==> src/poly5_pkg.sv <==
// ----------------------------------------------------------------------------
// poly5_pkg: shared constants and types
// Widths, register indexes and control structures for the five-variable
// polynomial evaluator.
// ----------------------------------------------------------------------------
package poly5_pkg;

    localparam int MAX_ORDER_DEF = 4;
    localparam int NUM_CAPS      = 5;
    localparam int CAP_W         = 3;
    localparam int COEF_W        = 32;
    localparam int X_W           = 18;
    localparam int MONO_W        = 24;
    localparam int ACC_W         = 40;
    localparam int IDX_W         = 7;

    localparam logic [CAP_W-1:0] CAP_RST = 3'd4;

    // Register indexes on the configuration port.
    localparam logic [2:0] REG_CAP_XF  = 3'd0;
    localparam logic [2:0] REG_CAP_XPF = 3'd1;
    localparam logic [2:0] REG_CAP_YF  = 3'd2;
    localparam logic [2:0] REG_CAP_YPF = 3'd3;
    localparam logic [2:0] REG_CAP_ZT  = 3'd4;

    // Item kinds carried on the input tuser.
    localparam logic FUNC_LOAD = 1'b0;
    localparam logic FUNC_EVAL = 1'b1;

    typedef logic [NUM_CAPS-1:0][CAP_W-1:0] t_caps;

    // Commands from the controller to the datapath.
    typedef struct packed {
        logic       load_x;
        logic       mono_init;
        logic       mono_mul;
        logic [2:0] mono_sel;
        logic       rd_en;
        logic       coef_mul;
        logic       acc_add;
        logic       res_load;
    } t_cmd;

    // Status from the datapath to the controller.
    typedef struct packed {
        logic res_free;
    } t_stat;

    // Number of terms of total order up to the given order in five variables.
    function automatic int coef_depth(input int order);
        return (order + 1) * (order + 2) * (order + 3) * (order + 4) * (order + 5) / 120;
    endfunction

endpackage

==> src/poly5_ctrl.sv <==
// ----------------------------------------------------------------------------
// poly5_ctrl: evaluator controller
// Walks the exponent tuples in coefficient order and sequences the
// monomial, term and accumulate steps of the datapath.
// ----------------------------------------------------------------------------
module poly5_ctrl
    import poly5_pkg::*;
#(
    parameter int MAX_ORDER = MAX_ORDER_DEF,
    parameter int DEPTH     = coef_depth(MAX_ORDER_DEF)
) (
    input  logic                     i_clk,
    input  logic                     i_rst_n,
    input  t_caps                    i_caps,
    input  logic                     i_accept,
    input  logic                     i_func,
    output logic                     o_ready,
    output t_cmd                     o_cmd,
    input  t_stat                    i_stat,
    output logic [$clog2(DEPTH)-1:0] o_raddr
);

    localparam int AW = $clog2(DEPTH);
    localparam int EW = (MAX_ORDER < 2) ? 1 : $clog2(MAX_ORDER + 1);

    localparam logic [2:0] S_IDLE = 3'd0;
    localparam logic [2:0] S_TERM = 3'd1;
    localparam logic [2:0] S_MONO = 3'd2;
    localparam logic [2:0] S_ACC  = 3'd3;
    localparam logic [2:0] S_FIN  = 3'd4;

    logic [2:0]          r_state, n_state;
    logic [EW-1:0]       r_n, r_e, r_d, r_c, r_b;
    logic [EW-1:0]       n_n, n_e, n_d, n_c, n_b;
    logic [AW-1:0]       r_idx, n_idx;
    logic [EW-1:0]       r_rem [NUM_CAPS];
    logic [EW-1:0]       n_rem [NUM_CAPS];
    logic [EW-1:0]       w_a;
    logic                w_take;
    logic                w_last;
    logic                w_adv;

    assign w_a = EW'(32'(r_n) - (32'(r_e) + 32'(r_d) + 32'(r_c) + 32'(r_b)));

    assign w_take = (32'(w_a) <= 32'(i_caps[0])) && (32'(r_b) <= 32'(i_caps[1]))
                 && (32'(r_c) <= 32'(i_caps[2])) && (32'(r_d) <= 32'(i_caps[3]))
                 && (32'(r_e) <= 32'(i_caps[4])) && (32'(r_idx) < DEPTH);

    // At MAX_ORDER, the tuple with every exponent on the last variable closes the walk.
    assign w_last = (32'(r_n) == MAX_ORDER) && (r_e == r_n);

    assign o_ready = (r_state == S_IDLE);
    assign o_raddr = r_idx;

    always_comb begin
        n_state = r_state;
        n_n     = r_n;
        n_e     = r_e;
        n_d     = r_d;
        n_c     = r_c;
        n_b     = r_b;
        n_idx   = r_idx;
        n_rem   = r_rem;
        o_cmd   = '0;
        w_adv   = 1'b0;
        case (r_state)
            S_IDLE: begin
                if (i_accept && (i_func == FUNC_EVAL)) begin
                    o_cmd.load_x = 1'b1;
                    n_n     = '0;
                    n_e     = '0;
                    n_d     = '0;
                    n_c     = '0;
                    n_b     = '0;
                    n_idx   = '0;
                    n_state = S_TERM;
                end
            end
            S_TERM: begin
                if (w_take) begin
                    o_cmd.rd_en     = 1'b1;
                    o_cmd.mono_init = 1'b1;
                    n_rem[0] = w_a;
                    n_rem[1] = r_b;
                    n_rem[2] = r_c;
                    n_rem[3] = r_d;
                    n_rem[4] = r_e;
                    n_state  = S_MONO;
                end else begin
                    w_adv = 1'b1;
                end
            end
            S_MONO: begin
                o_cmd.mono_mul = 1'b1;
                if (r_rem[0] != '0) begin
                    o_cmd.mono_sel = 3'd0;
                    n_rem[0] = r_rem[0] - 1'b1;
                end else if (r_rem[1] != '0) begin
                    o_cmd.mono_sel = 3'd1;
                    n_rem[1] = r_rem[1] - 1'b1;
                end else if (r_rem[2] != '0) begin
                    o_cmd.mono_sel = 3'd2;
                    n_rem[2] = r_rem[2] - 1'b1;
                end else if (r_rem[3] != '0) begin
                    o_cmd.mono_sel = 3'd3;
                    n_rem[3] = r_rem[3] - 1'b1;
                end else if (r_rem[4] != '0) begin
                    o_cmd.mono_sel = 3'd4;
                    n_rem[4] = r_rem[4] - 1'b1;
                end else begin
                    o_cmd.mono_mul = 1'b0;
                    o_cmd.coef_mul = 1'b1;
                    n_state = S_ACC;
                end
            end
            S_ACC: begin
                o_cmd.acc_add = 1'b1;
                w_adv = 1'b1;
            end
            S_FIN: begin
                if (i_stat.res_free) begin
                    o_cmd.res_load = 1'b1;
                    n_state = S_IDLE;
                end
            end
            default: begin
                n_state = S_IDLE;
            end
        endcase

        // Step to the next tuple: b counts fastest, a takes what is left.
        if (w_adv) begin
            n_idx = r_idx + 1'b1;
            if (w_last) begin
                n_state = S_FIN;
            end else begin
                n_state = S_TERM;
                if ((32'(r_e) + 32'(r_d) + 32'(r_c) + 32'(r_b)) < 32'(r_n)) begin
                    n_b = r_b + 1'b1;
                end else if ((32'(r_e) + 32'(r_d) + 32'(r_c)) < 32'(r_n)) begin
                    n_b = '0;
                    n_c = r_c + 1'b1;
                end else if ((32'(r_e) + 32'(r_d)) < 32'(r_n)) begin
                    n_b = '0;
                    n_c = '0;
                    n_d = r_d + 1'b1;
                end else if (r_e < r_n) begin
                    n_b = '0;
                    n_c = '0;
                    n_d = '0;
                    n_e = r_e + 1'b1;
                end else begin
                    n_b = '0;
                    n_c = '0;
                    n_d = '0;
                    n_e = '0;
                    n_n = r_n + 1'b1;
                end
            end
        end
    end

    always_ff @(posedge i_clk) begin
        if (!i_rst_n) begin
            r_state <= S_IDLE;
        end else begin
            r_state <= n_state;
        end
    end

    always_ff @(posedge i_clk) begin
        r_n   <= n_n;
        r_e   <= n_e;
        r_d   <= n_d;
        r_c   <= n_c;
        r_b   <= n_b;
        r_idx <= n_idx;
        r_rem <= n_rem;
    end

endmodule

==> config.mk <==
export PLATFORM = sky130hd
export DESIGN_NAME = poly5_ctrl
export DESIGN_NICKNAME = d
export VERILOG_FILES = /design/src/poly5_pkg.sv /design/src/poly5_ctrl.sv
export SDC_FILE = /design/constraint.sdc
export NUM_CORES = 1
export LEC_CHECK = 0
export ABC_AREA = 1
export BUFFER_PORTS_ARGS = -buffer_cell sky130_fd_sc_hd__buf_2
export CAP_MARGIN = 20
export CORE_ASPECT_RATIO = 0.9
export CORE_MARGIN = 2
export CORE_UTILIZATION = 30
export DETAILED_ROUTE_END_ITERATION = 6
export MAX_ROUTING_LAYER = met4
export PLACE_DENSITY = 0.45
export SYNTH_ARGS = -nofsm -noshare
export SYNTH_HDL_FRONTEND = slang
export SYNTH_SLANG_ARGS = --single-unit
==> constraint.sdc <==
create_clock -name i_clk -period 5 [get_ports i_clk]
set_input_delay 1 -clock i_clk [delete_from_list [all_inputs] [get_ports i_clk]]
set_output_delay 1 -clock i_clk [all_outputs]
set_load 0.02 [all_outputs]
; Word-level counts from Yosys, hierarchy flattened
; Index checks and enable logic that the tools add are counted.
; Widths: inputs -> output; s select.
[word_totals]
ramBits = 0
mem_bits_ro = 0
memories = 0
output_inout_bits = 18
inputBits = 20
wordCells = 170
register_bits = 40
latch_bits = 0
[op_classes]
div_mod_pow = 0
bitwise_logic = 0
add_sub_neg = 15
mux = 85
multipliers = 0
magnitude_cmp = 10
n_eq_ne = 25
n_reduce_logical = 23
n_shift = 0
[ops]
columns = operator, n
row1 = $mux 3, 55
row2 = $add 32x3->32, 2
row3 = $lt 32x3->1, 2
row4 = $pmux 15 s2, 1
row5 = $ne 2x2->1 const B, 11
row6 = $mux 7, 3
row7 = $ne 3x3->1 const B, 7
row8 = $mux 1, 19
row9 = $add 3x1->3 const B, 5
row10 = $le 3x3->1, 5
row11 = $mux 15, 1
row12 = $pmux 3 s5, 1
row13 = $reduce_bool 3->1, 5
row14 = $sub 3x1->3 const B, 5
row15 = $mux 12, 1
row16 = $mux 9, 1
row17 = $reduce_and 9->1, 1
row18 = $add 7x1->7 const B, 1
row19 = $logic_and 1x1->1, 7
row20 = $lt 7x7->1 const B, 1
row21 = $reduce_and 7->1, 1
row22 = $eq 3x2->1 const B, 2
row23 = $eq 3x3->1 const B, 2
row24 = $mux 6, 1
row25 = 16 further kinds, 18

; Longest topological paths before layout
[logic_depth]
ltp_word = 14
ltp_mapped = 21
ltp_nobuf = 21

; Worst setup path after synthesis
; Ideal clock, no wire load.
[synth_path]
kind = reg2out
startpoint = register r_e[0]
endpoint = output o_cmd[8] (netlist name)
required_ps = 4000
slack_ps = -98
stages_incl_launch_ff = 17
path_buffers = 1
arrival_time_ps = 4098
path_cell_list = dfxtp_1 -> ha_1 -> fa_1 -> inv_1 -> fa_1 -> fa_1 -> inv_1 -> fa_1 -> xnor2_1 -> ha_1 -> nand2_1 -> nand2_1 -> o21a_1 -> nor2_1 -> nand2_1 -> nor2_1 -> buf_4
[synth_rtl]
columns = element, line
row1 = start: declaration, poly5_ctrl.sv:33  ; logic [EW-1:0] r_n, r_e, r_d, r_c, r_b;
row2 = start signal: assignment, poly5_ctrl.sv:173  ; r_e <= n_e;
row3 = end: declaration, poly5_ctrl.sv:18  ; output t_cmd o_cmd,

==> impl_metrics.toml <==
[run_status]
status = "finished, violations left"
violations = "negative setup slack"

[sta]
tightest_slew_ns = 0.670
final-setup-viol-count = 2
fin_skew_ns = 0.00764
report.final.hold_viol_count = 0
slew_headroom_pct = 55.3
fmax_ghz = 0.198
finalCritPeriodShare_pct = 101
rsz0062_at_grt = "yes"
fin_crit_ns = 5.04
finalMaxSlewViolations = 0
finalWorstSetupSlack_ns = -0.0441

[pwr]
cellLeakagePower_nw = 1.95
vdd_ir_drop_max_uv = 265
p_per_area_mw_per_mm2 = 693

[job]
cap_violations = 0

[worst_setup_path]
cp-startpoint = "r_d[0]"
start_kind = "flop"
crit_slowest_cell = "fa_2"
slowest_delay_ns = 0.55
worst-endpoint-required_ns = 4.00
end_kind = "primary output"
cp_max_fo = 3
crit_chain = "ha_4, fa_1, inv_2, fa_1, fa_2, inv_2, fa_2, xnor2_2, ha_4, nand2_1, nor2_1, o21a_1, nor2_2, nand2_2, nor2_4, buf_6"
r2r-start = "r_d[0]"
worst-setup-path-type = "reg2out"
arrival_ns = 4.04

[worst_hold_path]
worstHoldStart = "r_n[1]"
holdCritPathClass = "reg2reg"

[global_routing]
grtUsageTotal_pct = 14.1
grt_overflow = 0
antenna_found_initial = 0
grt_max_degree = 25
grt_pass1_wl_um = 13100
grt_pass1_vias = 2661

[synthesis]
synth_warnings = 0
synth.avg_cell_area_um2 = 7.94
synth_seq_area_share_pct = 30.7
synthDistinctLibCells = 33
synth_fp_nets = 495
ys_seq_elements = 40
netlist_area_mm2 = 0.00333
syn_inst = 419

[drt]
route.detailed.drc = 0
finalWirelength_um = 7890
final_antenna_net_count = 0
drtIter0Drc = 158
vias = 2776
wl_per_cell_um = 12.9
dr.pass1.iters = 5
post_drt_via_cell_ratio = 4.54

[placement]
hpwl_um = 6220
dp_cells = 595
placed_area_mm2 = 0.00374
gp_congestion = 0.816
port_buffers = 37

[floorplanning]
die_x_um = 115
initial_core_util_pct = 30.8
io_pins = 38
die_area_mm2 = 0.0119
core_mm2 = 0.0108
rows = 36
die_y_um = 104

[cells_and_area]
layout.cells.non_filler = 611
drive_above_1_share_pct = 21.3
most-common-layout-cells = "72 x nand2_1, 71 x inv_1, 49 x ha_1"
fin_nets = 553
fin_area_mm2 = 0.00404
synthToLayoutAreaGrowth_pct = 21.3
n_antenna_cell = 0
final_common_cell = "nand2_1"

[cts]
root_buffer = "clkbuf_16"
numCtsBuffers = 5
cts_htree_levels = 2
hold_buffers = 0
path_clk_slew_ns = 0.06
clock-sinks = 40
cts_tree = "built"
cts_buffer_depth = 2
clock_latency_ns = 0.28
[synth_stat cells]
library cell / instances / area [µm²]
edfxtp_1: 22 / 661
nand2_4: 1 / 11.3
o21ai_0: 26 / 130
nand3_1: 30 / 150
xnor2_1: 11 / 96.3
o21ai_1: 9 / 45.0
nand3_4: 2 / 35.0
nor2_8: 1 / 20.0
xor2_1: 6 / 52.6
clkbuf_1: 4 / 15.0
nand2_1: 75 / 282
nand4_1: 3 / 18.8
nor3_1: 5 / 25.0
dfxtp_1: 18 / 360
nand2_2: 4 / 25.0
buf_4: 1 / 7.51
a211oi_1: 1 / 7.51
ha_1: 52 / 651
or2_2: 2 / 12.5
nor2_1: 36 / 135
nand3_2: 3 / 30.0
o31ai_1: 1 / 7.51
a21oi_1: 10 / 50.1
nor2_4: 3 / 33.8
nand2b_4: 1 / 13.8
fa_1: 4 / 80.1
inv_1: 73 / 274
and3_1: 2 / 12.5
nor3_2: 1 / 10.0
o21a_1: 3 / 22.5
nor2_2: 3 / 18.8
inv_2: 3 / 11.3
nand3b_1: 3 / 22.5
[per-layer routing]
metal / vias to the layer above / track usage [%] / wire length [µm]
met1: 1261 / 18.8 / 4000
met4: 0 / 4.13 / 104
li1: 1474 / - / -
met2: 34 / 22.5 / 3620
met5: - / - / 0
met3: 7 / 1.86 / 174
[layout make-up]
cell class / count / area (µm²)
Timing Repair Buffer: 56 / 340
Clock buffer: 7 / 143
Sequential cell: 40 / 1020
Fill cell: 1137 / 6780
Tap cell: 133 / 166
Multi-Input combinational cell: 298 / 2070
Inverter: 76 / 285
Clock inverter: 1 / 3.75
[critical path: cells and delay by family (launching register included)]
kind            cells  cell delay [ns]
compound gates      1             0.18
buf+inv             3             0.22
xor+xnor            1             0.25
simple gates        5             0.46
flops               1             0.33
fa+ha+maj           6             2.32
[flip-flops by register name, indices dropped and copies added, names as in the netlist]
| register | cells |
|---|---|
| o_raddr | 7 |
| r_b | 3 |
| r_c | 3 |
| r_d | 3 |
| r_e | 3 |
| r_n | 3 |
| r_rem | 15 |
| r_state | 3 |
[kinds of logic after synthesis]
| kind of cell | after synthesis | share of synthesized area, % |
|---|---|---|
| DFF | 40 | 30.7 |
| adders and majority gates | 56 | 22.0 |
| xor gates and xnor gates | 17 | 4.48 |
| and+or+nand+nor | 175 | 25.7 |
| buffers and inverters | 81 | 9.25 |
| AOI/OAI and AO/OA | 50 | 7.90 |
[where the power goes]
group	switching (mW)	internal, mW
Combinational	1.08	0.750
Clock	0.128	0.197
Sequential	0.0935	0.549
[per-stage QoR]
stage                     hold slack, ns  worst slack, ns  power [mW]  setup TNS (ns)  util, %
final                              0.496          -0.0441        2.80         -0.0878     37.3
after global routing               0.540           -0.154        3.05          -0.307     37.3
after CTS                          0.499          0.00367        2.67               0     36.8
after detailed placement           0.489          0.00993        2.18               0     34.6
after global placement             0.484           0.0650        2.16               0     34.6
after floorplan                    0.462           0.0156        1.75               0        -
[repair_timing]
item	4_1_cts	5_1_grt
endpoints found under the setup margin	2	2
resized for setup	15	6
setup buffers	4	4
pin swaps	11	6
[worst paths after layout]
kind	to	slack, ns	cells after the start
hold reg to reg	r_n[1]	0.50	2
setup reg to reg	r_rem[12]	0.26	19
setup / recovery	o_cmd[3]	-0.04	16
hold / removal	r_n[1]	0.50	2
Power figures use the tool's default switching activity.
